File: src/sv/fct_pkg.sv
// Shared constants for the Fenwick count tree block.
// Used by the channel interfaces and by every module of the block.
package fct_pkg;

    localparam int MAX_SIZE_DEF    = 1024;
    localparam int COUNT_WIDTH_DEF = 32;

    localparam int INDEX_W  = 10;
    localparam int SIZE_W   = 11;
    localparam int RESULT_W = 32;
    localparam int PADDR_W  = 3;
    localparam int PDATA_W  = 32;

    localparam logic CMD_INSERT = 1'b0;
    localparam logic CMD_QUERY  = 1'b1;

    // Register index, taken from paddr[2].
    localparam logic REG_ACTIVE_SIZE = 1'b0;

    localparam logic [SIZE_W-1:0] ACTIVE_SIZE_RESET = 11'd1024;

endpackage

File: src/sv/fct_regs.sv
// APB-style configuration register file holding active_size.
// Depends on fct_pkg for widths, the register index and the reset value.
module fct_regs
    import fct_pkg::*;
(
    input  logic               clk,
    input  logic               rst_n,
    input  logic               psel,
    input  logic               penable,
    input  logic               pwrite,
    input  logic [PADDR_W-1:0] paddr,
    input  logic [PDATA_W-1:0] pwdata,
    output logic [PDATA_W-1:0] prdata,
    output logic               pready,
    output logic [SIZE_W-1:0]  active_size
);

    logic [SIZE_W-1:0] active_size_reg;
    logic [SIZE_W-1:0] active_size_next;
    logic              wr_en;

    assign pready = 1'b1;
    assign wr_en  = psel && penable && pwrite && (paddr[2] == REG_ACTIVE_SIZE);

    always_comb
    begin
        active_size_next = active_size_reg;
        if (wr_en)
        begin
            active_size_next = pwdata[SIZE_W-1:0];
        end
    end

    always_ff @(posedge clk or negedge rst_n)
    begin
        if (!rst_n)
        begin
            active_size_reg <= ACTIVE_SIZE_RESET;
        end
        else
        begin
            active_size_reg <= active_size_next;
        end
    end

    always_comb
    begin
        prdata = '0;
        if (paddr[2] == REG_ACTIVE_SIZE)
        begin
            prdata = {{(PDATA_W-SIZE_W){1'b0}}, active_size_reg};
        end
    end

    assign active_size = active_size_reg;

endmodule

File: config.mk
export PLATFORM = sky130hd
export DESIGN_NAME = fct_regs
export DESIGN_NICKNAME = d
export VERILOG_FILES = /design/src/sv/fct_pkg.sv /design/src/sv/fct_regs.sv
export SDC_FILE = /design/constraint.sdc
export NUM_CORES = 1
export LEC_CHECK = 0
export ABC_CLOCK_PERIOD_IN_PS = 2100
export BUFFER_PORTS_ARGS = -buffer_cell sky130_fd_sc_hd__buf_2
export CAP_MARGIN = 20
export CORE_ASPECT_RATIO = 1.25
export CORE_MARGIN = 3
export CORE_UTILIZATION = 35
export DETAILED_ROUTE_END_ITERATION = 8
export PLACE_DENSITY_LB_ADDON = 0.15
export SLEW_MARGIN = 15
export SYNTH_ARGS = -nofsm -noshare
export SYNTH_HDL_FRONTEND = slang
export SYNTH_SLANG_ARGS = --single-unit
File: constraint.sdc
create_clock -name clk -period 2.1 [get_ports clk]
set_clock_uncertainty 0.05 [all_clocks]
set_input_delay 0.315 -clock clk [delete_from_list [all_inputs] [get_ports clk]]
set_output_delay 0.315 -clock clk [all_outputs]
set_load 0.005 [all_outputs]
==> impl_results.rst <==
.. list-table::
   :header-rows: 1

   * - Metric
     - Value
   * - Core Rows
     - 17
   * - Classification of the worst setup path
     - reg2out
   * - Endpoint kind of the worst setup timing path
     - output port
   * - Total I/O pin count
     - 84
   * - Total of flip-flops plus latches after synthesis
     - 11
   * - Post-Place Setup Slack
     - between 0.6 and 0.7 ns
   * - RSZ-0062 raised after global routing
     - false
   * - Share of final-layout standard cells stronger than drive strength 1
     - 0.545
   * - Post-CTS setup buffer count
     - 0
   * - Number of antenna violations at the first check in global routing
     - 0
   * - Post-Syn Instances
     - 60
   * - Initial core utilization
     - 0.389
   * - Count of endpoints failing hold in the final timing report
     - 0
   * - Final design area excluding fillers
     - between 800 and 900 um^2
   * - DR WL/cell
     - 11.4 um
   * - Clk pin slew, worst setup/hold paths
     - approximately 0.070 ns
   * - Chip height
     - 56.7 um
   * - Upper clock frequency limit
     - just over 0.7 GHz
   * - Data required time of the worst path
     - about 1.7 ns
   * - Clk buf depth
     - 2
   * - Netlist area before placement
     - slightly above 700 um^2
   * - Count of H-tree levels built during CTS
     - 1
   * - Static power due to leakage
     - roughly 0.00053 uW
   * - Wire length of the first global-routing pass
     - between 2 and 2.5 mm
   * - Unique masters post-synth
     - 11
   * - Syn-to-layout area delta
     - 20.2%
   * - Flip-flop count of the largest register after layout
     - 11
   * - Largest voltage drop on the vdd net
     - approximately 340 uV
   * - Launch point of the worst reg-to-reg path
     - active_size[5]
   * - Biggest fanout along the worst timing path
     - 3
   * - Total die area
     - ~0.0026 mm^2
   * - Proportion of synthesized area in mux cells
     - 0.224
   * - Final standard cell utilization of the core
     - 0.467
   * - Setup TNS after final layout
     - 0 ns
   * - Setup slack of the worst register-to-register path
     - 1.28 ns
   * - Clock root cell
     - clkbuf_4
   * - Area share of xor/xnor cells in the synthesized design
     - 0
   * - Simple-gate area share of the yosys netlist
     - 0.130
   * - Number of detailed-route iterations in the first pass
     - 2
   * - Number of remaining DRC errors
     - 0
   * - Starting DRC count in detailed routing
     - 2
   * - Total wire length
     - ~1.3 mm
   * - Final Wtd Congestion
     - approximately 0.62
   * - Via count of the first global-routing pass
     - ~420
   * - YS warnings
     - 0
   * - Outcome
     - completed
   * - Source of the worst hold timing path
     - pwdata[3]
   * - Part of the Yosys area used for sequential elements
     - 0.384
   * - Critical path, cell by cell
     - nor2b_1, buf_2
   * - DIE WIDTH
     - 46.6 um
   * - TritonCTS clock tree
     - yes
   * - Overall overflow remaining after global route
     - 0
   * - Max-cap viol count
     - 0
   * - Final Max Tran Viols
     - 0
   * - Hold Crit Class
     - in2reg
   * - Power density of the placed cells
     - roughly 750 mW/mm^2
   * - Inserted Clock Buffers
     - 3
   * - Startpoint Class
     - flip-flop
   * - Largest family of logic cells by synthesized area
     - buffers and inverters
   * - Pin count of the biggest net entering global routing
     - 13
   * - Cell area after placement
     - roughly 830 um^2
   * - Clock insertion delay at the later pin of the skew report
     - roughly 0.26 ns
   * - CTS Sinks
     - 11
   * - Final worst path period share
     - 0.657
   * - Hold-critical path endpoint
     - active_size[3]
   * - Antenna Violating Nets Remaining
     - 0
   * - PnR worst setup slack
     - just over 0.7 ns
   * - CP peak stage delay
     - 0.53 ns
   * - Count of port buffers added during placement
     - 38
   * - Count of placed standard cells in the final layout, fillers left out
     - around 120
   * - Data arrival time at the worst-slack endpoint
     - between 1 and 1.5 ns
   * - Critical Path Slowest Stage Cell
     - dfstp_2
   * - Placed cell count
     - about 110
   * - Total number of nets in the final design
     - 140
   * - WHS Path Cells
     - 2
   * - Core Footprint
     - about 0.0019 mm^2
   * - Reg-to-Reg End
     - active_size[5]
   * - Post-detail-place hpwl
     - 1.03 mm
   * - Via Count
     - approximately 480
   * - GR Util All Layers
     - 0.109
   * - Via density per instance
     - just over 4
   * - Synthesized area per cell
     - 12.0 um^2
   * - Minimum clock period after layout
     - roughly 1.4 ns
   * - Compound-gate portion of the synthesized area
     - 0
   * - Endpoints failing setup
     - 0
   * - Number of instances resized during post-cts repair
     - 0
   * - Arithmetic-cell share of the synthesized area counting full adders, half adders and majority gates
     - 0
   * - Count of cells along the worst register-to-register path
     - 1
   * - Diode count
     - 0
[per-stage QoR]
| stage | total power, uW | hold slack [ns] |
|---|---|---|
| finish | 646 | 0.231 |
| global route | 703 | 0.211 |
| CTS | 662 | 0.217 |
| detailed placement | 512 | 0.154 |
| global placement | 507 | 0.148 |
| floorplan | 439 | -0.0306 |
[metal layers]
metal  share of wire  vias to the layer above  track usage
met5               0                        -            0
met4               0                        0       0.0366
met3            0.12                        0       0.0385
met2            0.52                       36        0.181
met1            0.35                      223        0.123
li1                -                      224            -
[worst max-delay path by stage]
stage | cells after the start | endpoint | startpoint | slack [ns]
4_1_cts | 2 | prdata[10] | active_size[10] | 0.70
3_5_place_dp | 3 | active_size[3] | paddr[2] | 0.64
5_1_grt | 2 | prdata[10] | active_size[10] | 0.66
6_report | 2 | prdata[10] | active_size[10] | 0.72
3_3_place_gp | 3 | active_size[1] | paddr[2] | 0.66
2_1_floorplan | 3 | active_size[0] | paddr[2] | 1.01
[critical path, delay by kind of cell, from the launching register on]
family                 cells  cell delay, ns
DFF                        1            0.53
and+or+nand+nor            1            0.11
buffers and inverters      1            0.11
[synthesized netlist by cell type, drive strengths merged]
cell type	count	share of area
dfrtp	10	0.35
and2b	1	0.010
dfstp	1	0.037
mux2	11	0.22
clkbuf	1	0.0052
conb	2	0.010
nand4b	1	0.033
buf	23	0.25
nor2b	10	0.087
[timing repair]
item / 4_1_cts / 5_1_grt
hold endpoints to repair: 10 / 0
endpoints found under the setup margin: 0 / 0
hold buffers: 1 / 0
[logic make-up (layout without fill, tap and decap cells)]
kind of cell	count (synthesis)	count (layout)
buffers and inverters	24	43
DFF	11	11
and+or+nand+nor	12	12
muxes	11	11
other	2	22
[where the power goes]
part	switching (uW)	internal [uW]	leakage, uW
Combinational	77.2	137	0.000380
Sequential	31.6	262	0.000131
Clock	64.9	73.3	0.0000150
Total	174	472	0.000525
[cell usage in the layout, fill, tap and decap left out]
cell,instances
conb_1,22
mux2_2,1
clkbuf_4,3
dfstp_2,1
and2b_1,1
buf_2,38
dlygate4sd3_1,1
nor2b_1,10
nand4b_4,1
clkbuf_1,1
dfrtp_1,10
mux2_4,10
[cell type report]
cell class	count	area [um^2]
Sequential cell	11	277
Multi-Input combinational cell	45	338
Tap cell	19	23.8
Clock buffer	4	26.3
Fill cell	191	986
Timing Repair Buffer	39	200
(Power assumes the default switching activity.)
