--- src/sv/fct_pkg.sv ---
// Shared constants for the Fenwick count tree block.
// Used by the channel interfaces and by every module of the block.
package fct_pkg;

    localparam int MAX_SIZE_DEF    = 1024;
    localparam int COUNT_WIDTH_DEF = 32;

    localparam int INDEX_W  = 10;
    localparam int SIZE_W   = 11;
    localparam int RESULT_W = 32;
    localparam int PADDR_W  = 3;
    localparam int PDATA_W  = 32;

    localparam logic CMD_INSERT = 1'b0;
    localparam logic CMD_QUERY  = 1'b1;

    // Register index, taken from paddr[2].
    localparam logic REG_ACTIVE_SIZE = 1'b0;

    localparam logic [SIZE_W-1:0] ACTIVE_SIZE_RESET = 11'd1024;

endpackage

--- src/sv/fct_in_if.sv ---
// Input item channel of the Fenwick count tree: valid/ready plus command fields.
// Depends on fct_pkg for the field widths.
interface fct_in_if
    import fct_pkg::*;
    ();
    logic               valid;
    logic               ready;
    logic               cmd;
    logic [INDEX_W-1:0] first_index;
    logic [INDEX_W-1:0] last_index;

    modport source (output valid, cmd, first_index, last_index, input ready);
    modport sink   (input valid, cmd, first_index, last_index, output ready);
endinterface

--- src/sv/fct_out_if.sv ---
// Result item channel of the Fenwick count tree: valid/ready plus count and overflow.
// Depends on fct_pkg for the field widths.
interface fct_out_if
    import fct_pkg::*;
    ();
    logic                valid;
    logic                ready;
    logic [RESULT_W-1:0] count;
    logic                overflow;

    modport source (output valid, count, overflow, input ready);
    modport sink   (input valid, count, overflow, output ready);
endinterface

--- src/sv/fct_walker.sv ---
// Tree walk sequencer: clears the node memory, runs insert and prefix walks,
// and holds the total count and the result register. Depends on fct_pkg.
module fct_walker
    import fct_pkg::*;
#(
    parameter int MAX_SIZE    = MAX_SIZE_DEF,
    parameter int COUNT_WIDTH = COUNT_WIDTH_DEF,
    parameter int AW          = $clog2(MAX_SIZE_DEF)
)
(
    input  logic                   clk,
    input  logic                   rst_n,
    input  logic [SIZE_W-1:0]      active_size,
    fct_in_if.sink                 req,
    fct_out_if.source              rsp,
    output logic                   mem_we,
    output logic [AW-1:0]          mem_waddr,
    output logic [COUNT_WIDTH-1:0] mem_wdata,
    output logic                   mem_re,
    output logic [AW-1:0]          mem_raddr,
    input  logic [COUNT_WIDTH-1:0] mem_rdata
);

    localparam int NW   = $clog2(MAX_SIZE + 1);
    localparam int CMPW = ((NW > SIZE_W) ? NW : SIZE_W) + 1;
    localparam int CW   = COUNT_WIDTH;
    localparam logic [CMPW-1:0] MAX_C   = CMPW'(MAX_SIZE);
    localparam logic [NW:0]     MAX_UP  = (NW+1)'(MAX_SIZE);
    localparam logic [AW-1:0]   LAST_AD = AW'(MAX_SIZE - 1);

    typedef enum logic [2:0] {
        ST_CLEAR,
        ST_IDLE,
        ST_INSERT,
        ST_QUERY,
        ST_DONE
    } state_t;

    state_t          state_reg,     state_next;
    logic [AW-1:0]   clr_addr_reg,  clr_addr_next;
    logic [NW-1:0]   node_reg,      node_next;
    logic [NW-1:0]   lo_node_reg,   lo_node_next;
    logic            pend_reg,      pend_next;
    logic [AW-1:0]   pend_addr_reg, pend_addr_next;
    logic            phase_reg,     phase_next;
    logic [CW-1:0]   acc_reg,       acc_next;
    logic [CW-1:0]   first_reg,     first_next;
    logic [CW-1:0]   total_reg,     total_next;
    logic [CW-1:0]   res_count_reg, res_count_next;
    logic            res_ovf_reg,   res_ovf_next;
    logic            out_valid_reg, out_valid_next;
    logic [CW-1:0]   out_count_reg, out_count_next;
    logic            out_ovf_reg,   out_ovf_next;

    logic [CMPW-1:0] size_c;
    logic [CMPW-1:0] last_c;
    logic [CMPW-1:0] lo_c;
    logic [CMPW-1:0] hi_c;
    logic [CMPW-1:0] q_lo;
    logic [CMPW-1:0] q_hi;
    logic [CMPW-1:0] q_hi_p1;
    logic [CMPW-1:0] ins_p1;
    logic            ins_ok;
    logic            total_full;
    logic [NW-1:0]   node_low;
    logic [NW-1:0]   node_m1;
    logic [NW:0]     up_sum;
    logic [NW-1:0]   up_next;
    logic [NW-1:0]   down_next;
    logic [AW-1:0]   node_addr;
    logic [CW-1:0]   acc_sum;
    logic [CW+RESULT_W-1:0] count_ext;

    // Effective size: zero acts as one, anything above the tree acts as the tree size.
    always_comb
    begin
        if (active_size == '0)
        begin
            size_c = CMPW'(1);
        end
        else if (CMPW'(active_size) > MAX_C)
        begin
            size_c = MAX_C;
        end
        else
        begin
            size_c = CMPW'(active_size);
        end
    end

    assign last_c     = size_c - CMPW'(1);
    assign lo_c       = CMPW'(req.first_index);
    assign hi_c       = CMPW'(req.last_index);
    assign q_lo       = (lo_c > last_c) ? last_c : lo_c;
    assign q_hi       = (hi_c > last_c) ? last_c : hi_c;
    assign q_hi_p1    = q_hi + CMPW'(1);
    assign ins_p1     = lo_c + CMPW'(1);
    assign ins_ok     = lo_c < size_c;
    assign total_full = total_reg == {CW{1'b1}};

    assign node_low  = node_reg & (~node_reg + NW'(1));
    assign node_m1   = node_reg - NW'(1);
    assign node_addr = node_m1[AW-1:0];
    assign up_sum    = {1'b0, node_reg} + {1'b0, node_low};
    assign up_next   = (up_sum > MAX_UP) ? '0 : up_sum[NW-1:0];
    assign down_next = node_reg - node_low;
    assign acc_sum   = pend_reg ? (acc_reg + mem_rdata) : acc_reg;

    always_comb
    begin
        state_next     = state_reg;
        clr_addr_next  = clr_addr_reg;
        node_next      = node_reg;
        lo_node_next   = lo_node_reg;
        pend_next      = pend_reg;
        pend_addr_next = pend_addr_reg;
        phase_next     = phase_reg;
        acc_next       = acc_reg;
        first_next     = first_reg;
        total_next     = total_reg;
        res_count_next = res_count_reg;
        res_ovf_next   = res_ovf_reg;
        out_valid_next = out_valid_reg;
        out_count_next = out_count_reg;
        out_ovf_next   = out_ovf_reg;

        mem_we    = 1'b0;
        mem_waddr = pend_addr_reg;
        mem_wdata = mem_rdata + CW'(1);
        mem_re    = 1'b0;
        mem_raddr = node_addr;

        if (out_valid_reg && rsp.ready)
        begin
            out_valid_next = 1'b0;
        end

        case (state_reg)
            ST_CLEAR:
            begin
                mem_we    = 1'b1;
                mem_waddr = clr_addr_reg;
                mem_wdata = '0;
                if (clr_addr_reg == LAST_AD)
                begin
                    state_next = ST_IDLE;
                end
                else
                begin
                    clr_addr_next = clr_addr_reg + AW'(1);
                end
            end

            ST_IDLE:
            begin
                if (req.valid)
                begin
                    res_count_next = '0;
                    res_ovf_next   = 1'b0;
                    pend_next      = 1'b0;
                    if (req.cmd == CMD_INSERT)
                    begin
                        if (!ins_ok)
                        begin
                            state_next = ST_DONE;
                        end
                        else if (total_full)
                        begin
                            res_ovf_next = 1'b1;
                            state_next   = ST_DONE;
                        end
                        else
                        begin
                            total_next = total_reg + CW'(1);
                            node_next  = ins_p1[NW-1:0];
                            state_next = ST_INSERT;
                        end
                    end
                    else
                    begin
                        if (q_lo > q_hi)
                        begin
                            state_next = ST_DONE;
                        end
                        else
                        begin
                            node_next    = q_hi_p1[NW-1:0];
                            lo_node_next = q_lo[NW-1:0];
                            acc_next     = '0;
                            phase_next   = 1'b0;
                            state_next   = ST_QUERY;
                        end
                    end
                end
            end

            ST_INSERT:
            begin
                // Write back the node read last cycle while reading the next one up.
                mem_we = pend_reg;
                if (node_reg != '0)
                begin
                    mem_re         = 1'b1;
                    pend_addr_next = node_addr;
                    node_next      = up_next;
                    pend_next      = 1'b1;
                end
                else
                begin
                    pend_next = 1'b0;
                    if (!pend_reg)
                    begin
                        state_next = ST_DONE;
                    end
                end
            end

            ST_QUERY:
            begin
                acc_next = acc_sum;
                if (node_reg != '0)
                begin
                    mem_re    = 1'b1;
                    node_next = down_next;
                    pend_next = 1'b1;
                end
                else
                begin
                    pend_next = 1'b0;
                    if (!pend_reg)
                    begin
                        if (!phase_reg)
                        begin
                            // Upper prefix done; start the lower prefix walk.
                            first_next = acc_reg;
                            acc_next   = '0;
                            node_next  = lo_node_reg;
                            phase_next = 1'b1;
                        end
                        else
                        begin
                            res_count_next = first_reg - acc_reg;
                            state_next     = ST_DONE;
                        end
                    end
                end
            end

            ST_DONE:
            begin
                if (!out_valid_reg || rsp.ready)
                begin
                    out_valid_next = 1'b1;
                    out_count_next = res_count_reg;
                    out_ovf_next   = res_ovf_reg;
                    state_next     = ST_IDLE;
                end
            end

            default:
            begin
                state_next = ST_IDLE;
            end
        endcase
    end

    always_ff @(posedge clk or negedge rst_n)
    begin
        if (!rst_n)
        begin
            state_reg     <= ST_CLEAR;
            clr_addr_reg  <= '0;
            node_reg      <= '0;
            lo_node_reg   <= '0;
            pend_reg      <= 1'b0;
            pend_addr_reg <= '0;
            phase_reg     <= 1'b0;
            acc_reg       <= '0;
            first_reg     <= '0;
            total_reg     <= '0;
            res_count_reg <= '0;
            res_ovf_reg   <= 1'b0;
            out_valid_reg <= 1'b0;
            out_count_reg <= '0;
            out_ovf_reg   <= 1'b0;
        end
        else
        begin
            state_reg     <= state_next;
            clr_addr_reg  <= clr_addr_next;
            node_reg      <= node_next;
            lo_node_reg   <= lo_node_next;
            pend_reg      <= pend_next;
            pend_addr_reg <= pend_addr_next;
            phase_reg     <= phase_next;
            acc_reg       <= acc_next;
            first_reg     <= first_next;
            total_reg     <= total_next;
            res_count_reg <= res_count_next;
            res_ovf_reg   <= res_ovf_next;
            out_valid_reg <= out_valid_next;
            out_count_reg <= out_count_next;
            out_ovf_reg   <= out_ovf_next;
        end
    end

    assign count_ext    = {{RESULT_W{1'b0}}, out_count_reg};
    assign req.ready    = (state_reg == ST_IDLE);
    assign rsp.valid    = out_valid_reg;
    assign rsp.count    = count_ext[RESULT_W-1:0];
    assign rsp.overflow = out_ovf_reg;

    // Prefix walks never modify the tree.
    a_query_no_write: assert property (@(posedge clk) disable iff (!rst_n)
        (state_reg == ST_QUERY) |-> !mem_we)
        else $error("node memory written during a query walk");

    // A write-back never targets the node being read in the same cycle.
    a_rmw_distinct: assert property (@(posedge clk) disable iff (!rst_n)
        (mem_we && mem_re) |-> (mem_waddr != mem_raddr))
        else $error("read and write of the same node in one cycle");

    // The total only ever steps up by one.
    a_total_step: assert property (@(posedge clk) disable iff (!rst_n)
        (total_reg != $past(total_reg)) |-> (total_reg == $past(total_reg) + CW'(1)))
        else $error("total count changed by other than one");

    // A dropped insert reports a zero count.
    a_ovf_zero: assert property (@(posedge clk) disable iff (!rst_n)
        (out_valid_reg && out_ovf_reg) |-> (out_count_reg == '0))
        else $error("overflow result with nonzero count");

    // The walk index stays inside the tree.
    a_node_range: assert property (@(posedge clk) disable iff (!rst_n)
        (NW+1)'(node_reg) <= MAX_UP)
        else $error("node index beyond tree size");

endmodule

--- src/flat_wrapper.sv ---
// flat-port wrapper written by rule: the top's interface ports become plain ports
module fct_walker_flat import fct_pkg::*;
#(
    parameter int MAX_SIZE    = MAX_SIZE_DEF,
    parameter int COUNT_WIDTH = COUNT_WIDTH_DEF,
    parameter int AW          = $clog2(MAX_SIZE_DEF)
)
  (clk, rst_n, active_size, mem_we, mem_waddr, mem_wdata, mem_re, mem_raddr, mem_rdata, req_valid, req_cmd, req_first_index, req_last_index, req_ready, rsp_valid, rsp_count, rsp_overflow, rsp_ready);
  fct_in_if req_i ();
  fct_out_if rsp_i ();
  input  logic clk;
  input  logic rst_n;
  input  logic [SIZE_W-1:0] active_size;
  output logic mem_we;
  output logic [AW-1:0] mem_waddr;
  output logic [COUNT_WIDTH-1:0] mem_wdata;
  output logic mem_re;
  output logic [AW-1:0] mem_raddr;
  input  logic [COUNT_WIDTH-1:0] mem_rdata;
  input wire logic [$bits(req_i.valid)-1:0] req_valid;
  input wire logic [$bits(req_i.cmd)-1:0] req_cmd;
  input wire logic [$bits(req_i.first_index)-1:0] req_first_index;
  input wire logic [$bits(req_i.last_index)-1:0] req_last_index;
  output wire logic [$bits(req_i.ready)-1:0] req_ready;
  output wire logic [$bits(rsp_i.valid)-1:0] rsp_valid;
  output wire logic [$bits(rsp_i.count)-1:0] rsp_count;
  output wire logic [$bits(rsp_i.overflow)-1:0] rsp_overflow;
  input wire logic [$bits(rsp_i.ready)-1:0] rsp_ready;
  assign req_i.valid = req_valid;
  assign req_i.cmd = req_cmd;
  assign req_i.first_index = req_first_index;
  assign req_i.last_index = req_last_index;
  assign req_ready = req_i.ready;
  assign rsp_valid = rsp_i.valid;
  assign rsp_count = rsp_i.count;
  assign rsp_overflow = rsp_i.overflow;
  assign rsp_i.ready = rsp_ready;
  fct_walker #(.MAX_SIZE(MAX_SIZE), .COUNT_WIDTH(COUNT_WIDTH), .AW(AW)) u_core (.clk(clk), .rst_n(rst_n), .active_size(active_size), .req(req_i), .rsp(rsp_i), .mem_we(mem_we), .mem_waddr(mem_waddr), .mem_wdata(mem_wdata), .mem_re(mem_re), .mem_raddr(mem_raddr), .mem_rdata(mem_rdata));
endmodule
--- config.mk ---
export PLATFORM = sky130hd
export DESIGN_NAME = fct_walker_flat
export DESIGN_NICKNAME = d
export VERILOG_FILES = /design/src/sv/fct_pkg.sv /design/src/sv/fct_in_if.sv /design/src/sv/fct_out_if.sv /design/src/sv/fct_walker.sv /design/src/flat_wrapper.sv
export SDC_FILE = /design/constraint.sdc
export NUM_CORES = 1
export LEC_CHECK = 0
export BUFFER_PORTS_ARGS = -buffer_cell sky130_fd_sc_hd__buf_2
export CORE_MARGIN = 2
export CORE_UTILIZATION = 60
export CTS_CLUSTER_SIZE = 16
export DETAILED_ROUTE_END_ITERATION = 12
export GPL_TIMING_DRIVEN = 0
export PLACE_DENSITY = 0.78
export RECOVER_POWER = 100
export SLEW_MARGIN = 20
export SYNTH_ARGS = -nofsm -noshare
export SYNTH_HDL_FRONTEND = slang
export SYNTH_SLANG_ARGS = --single-unit
--- constraint.sdc ---
create_clock -name clk -period 4.47 [get_ports clk]
set_clock_uncertainty 0.2 [all_clocks]
set_input_delay 0.2235 -clock clk [delete_from_list [all_inputs] [get_ports clk]]
set_output_delay 0.2235 -clock clk [all_outputs]
set_load 0.01 [all_outputs]
==> summary.md <==
| Metric | Value |
|---|---|
| Seq/Total Area, Yosys | `35.1%` |
| Vias in the first global route | `around 12000` |
| Max-cap violations | `1` |
| WL per Instance | `17.8 um` |
| Crit path launch type | `primary input` |
| CTS tree | `built` |
| DRT Pass-1 Iters | `5` |
| Fmax | `approximately 0.17 GHz` |
| Antenna violations before repair | `0` |
| CTS H-tree lvls | `1` |
| Failing checks | `max-capacitance violations, max-slew violations, negative setup slack` |
| Pins Over Slew Limit | `32` |
| RePlAce Congestion | `between 0.9 and 1` |
| Reg clk slew, reported paths | `about 0.07 ns` |
| Hpwl dp | `around 29000 um` |
| Mapped cell area | `about 15000 sq um` |
| Min Clock Period, post-route | `5.93 ns` |
| Multiplexer area fraction after synthesis | `9.01%` |
| CP max stage cell | `a2111o_1` |
| CP bufs+invs | `3` |
| Vias per inst | `between 5 and 6` |
| Status | `finished, violations left` |
| Vias | `13000` |
| Area of the core | `24400 sq um` |
| Pre-CTS WS | `-2.63 ns` |
| DRC viols | `0` |
| Crit path largest cell delay | `0.33 ns` |
| Int Power | `3.25 mW` |
| RSZ-0062 raised after global routing | `true` |
| Critical R2R Capture | `u_core.first_reg[23]` |
| Number of synthesized flops with an enable pin | `0` |
| Synth Area per Inst | `between 9 and 10 sq um` |
| Lkg Pwr | `about 8.3 nW` |
| FF-to-FF Start | `u_core.node_reg[4]` |
| Fin crit share | `133%` |
| # diodes | `0` |
| Worst slew pin tran | `roughly 1.7 ns` |
| Starting DRC count in detailed routing | `989` |
| Switching power | `1.08 mW` |
| Synth Area in Simple Gates | `about 17%` |
| Net Sw Frac | `between 20% and 30%` |
| Worst path top cell family by delay | `compound AO/OA/AOI/OAI gates` |
| Routed Antenna Nets | `0` |
| Largest family of logic cells by synthesized area | `compound AO/OA/AOI/OAI gates` |
| Hold WC Path Type | `primary input to register` |
| Row Count | `57` |
| PwrDens | `around 240 nW/um^2` |
| Die X-Extent | `between 150 and 200 um` |
| Area Growth Syn to Fin | `18.7%` |
| Final TNS setup | `-78.79 ns` |
| CP required | `4.66 ns` |
| CP Capture Type | `register` |
| Synth warnings | `0` |
| Clock latency on the worst-skew pair | `0.51 ns` |
| Reg power frac | `between 40 and 50%` |
| Clock power frac | `a little over two fifths` |
| # nets final | `approximately 2000` |
| Largest buffer count on any clock path | `3` |
| Post-synthesis xor/xnor area fraction | `about 8.3%` |
| Most common cell after layout, fill and taps aside | `dfrtp_1` |
| Clk root buf | `clkbuf_16` |
| Fraction of layout cells with a size suffix above 1 | `between 10% and 20%` |
| Tot GR Track Use | `between 20% and 30%` |
| Setup violators final | `86` |
| Gate count of the mapped netlist | `around 1600` |
| Synth Area in Compound Gates | `17.3%` |
| Final wirelength | `just under 40000 um` |
| Arrival @ worst endpoint | `between 6 and 7 ns` |
| Worst Hold Endpoint | `u_core.lo_node_reg[2]` |
| Critical path peak fanout | `6` |
| Largest net degree at the start of global routing | `89` |
| Reg2Reg Setup Slack | `-0.06 ns` |
| Hold depth | `3` |
| Die Ht | `between 150 and 200 um` |
| Top Ports | `157` |
| Global route overflow | `0` |
| Post-synth top flop | `dfrtp_1` |
| FF-to-FF path depth | `11` |
| Port bufs | `approximately 150` |
| Clk sinks | `between 200 and 250` |
| Combinational share of power | `between 10% and 20%` |
| Worst vdd ir | `252 uV` |
| Total CTS buffers | `22` |
| Final worst slack | `-1.46 ns` |
| Crit Path Class | `primary input to register` |
| Die area | `26200 sq um` |
| Initial Utilization | `between 60% and 70%` |
| Hold Path Origin | `req_first_index[2]` |
| Final hold vios | `0` |
| Synth unique cells | `a little under 90` |
| Rel. slew slack | `-16.6%` |
| Synthesized-area fraction occupied by adder cells | `9.40%` |
| Ys async rst share | `100%` |
| Global-route wire length before repair | `between 60000 and 70000 um` |
| Seq cells post-synth | `210` |
| Most frequent cells in the layout | `dfrtp_1 (210), nand2_1 (139), nor2_1 (114)` |
-- cells in the mapped netlist (all sizes together) (15+ instances only) --
cell	number	area, sq um
nand4	24	150
nor3	28	145
o21bai	17	128
a31oi	15	93.8
a21oi	88	444
nor2	116	435
mux2	106	1190
dfrtp	210	5260
a21o	29	218
nand2b	21	139
inv	88	330
ha	106	1330
nand2	146	551
and3	22	138
mux2i	15	154
xor2	51	447
nor2b	16	100
o21ai	76	380
o21a	18	135
nand3	63	315
xnor2	90	788
or3	15	93.8
clkbuf	49	184
a22o	27	236
-- tightest hold or removal path: stages --
cell    delay (ns)
buf_2         0.17
mux2_4        0.18
mux2_2        0.14
-- final cells by class --
class	instances	area [sq um]
well taps	324	405
multi-input cells	1264	9540
plain buffers	59	330
clock buffers	28	614
inverters	88	330
clock inverters	8	97.6
flip-flops and latches	210	5260
repair buffers	203	1200
fillers	1886	6630
-- metrics by stage --
stage               total power [mW]  hold WS (ns)  util [%]  instance area [sq um]  std cells
floorplan                       2.27        -0.272         -                  15200       1624
global placement                2.43         0.247      67.1                  16400       2102
detailed placement              2.45       -0.0823      67.4                  16400       2104
CTS                             4.33        0.0102      72.3                  17600       2175
global route                    4.49        0.0464      72.8                  17800       2184
finish                          4.33        0.0298      72.8                  17800       2184
-- routing by layer --
metal  global-route usage (%)  routed length [um]  vias to the layer above
li1                         -                   -                     6298
met1                     42.6               18200                     6266
met2                     46.5               17700                      416
met3                     2.58                2100                       63
met4                     7.92                 907                        0
met5                        0                   0                        -
-- worst max path at each step --
stage                               from                 end  slack (ns)  cells past startpoint
after floorplan           active_size[3]  u_core.node_reg[3]       -1.74                     34
after global routing      active_size[3]  u_core.node_reg[3]       -1.66                     32
after global placement    active_size[7]  u_core.node_reg[7]       -2.46                     35
final                     active_size[3]  u_core.node_reg[3]       -1.46                     32
after detailed placement  active_size[7]  u_core.node_reg[7]       -2.63                     35
after CTS                 active_size[4]  u_core.acc_reg[15]       -1.54                     32
-- cell families (layout without fill, tap and decap cells) --
logic type | after synthesis | in the layout
other | 2 | 4
AND/OR/NAND/NOR | 508 | 508
adder cells (fa/ha/maj) | 112 | 112
multiplexers | 121 | 121
XOR/XNOR | 141 | 141
buffers and inverters | 150 | 386
flip-flops | 210 | 210
AO/OA/AOI/OAI | 378 | 378
-- power groups by stage --
stage	registers, mW	clock network (mW)	logic (mW)
2_1_floorplan	1.94	0	0.330
3_3_place_gp	1.94	0	0.492
3_5_place_dp	1.94	0	0.513
4_1_cts	1.90	1.86	0.567
5_1_grt	1.90	1.92	0.664
6_report	1.90	1.82	0.606
-- timing repair --
action,CTS,global route
setup endpoints to repair,102,105
buffers inserted,22,11
resized for setup,44,45
hold buffers,12,0
hold endpoints to repair,133,0
gates cloned,3,1
pin swaps,21,20
Note: power is estimated with default switching activity, not from simulation.
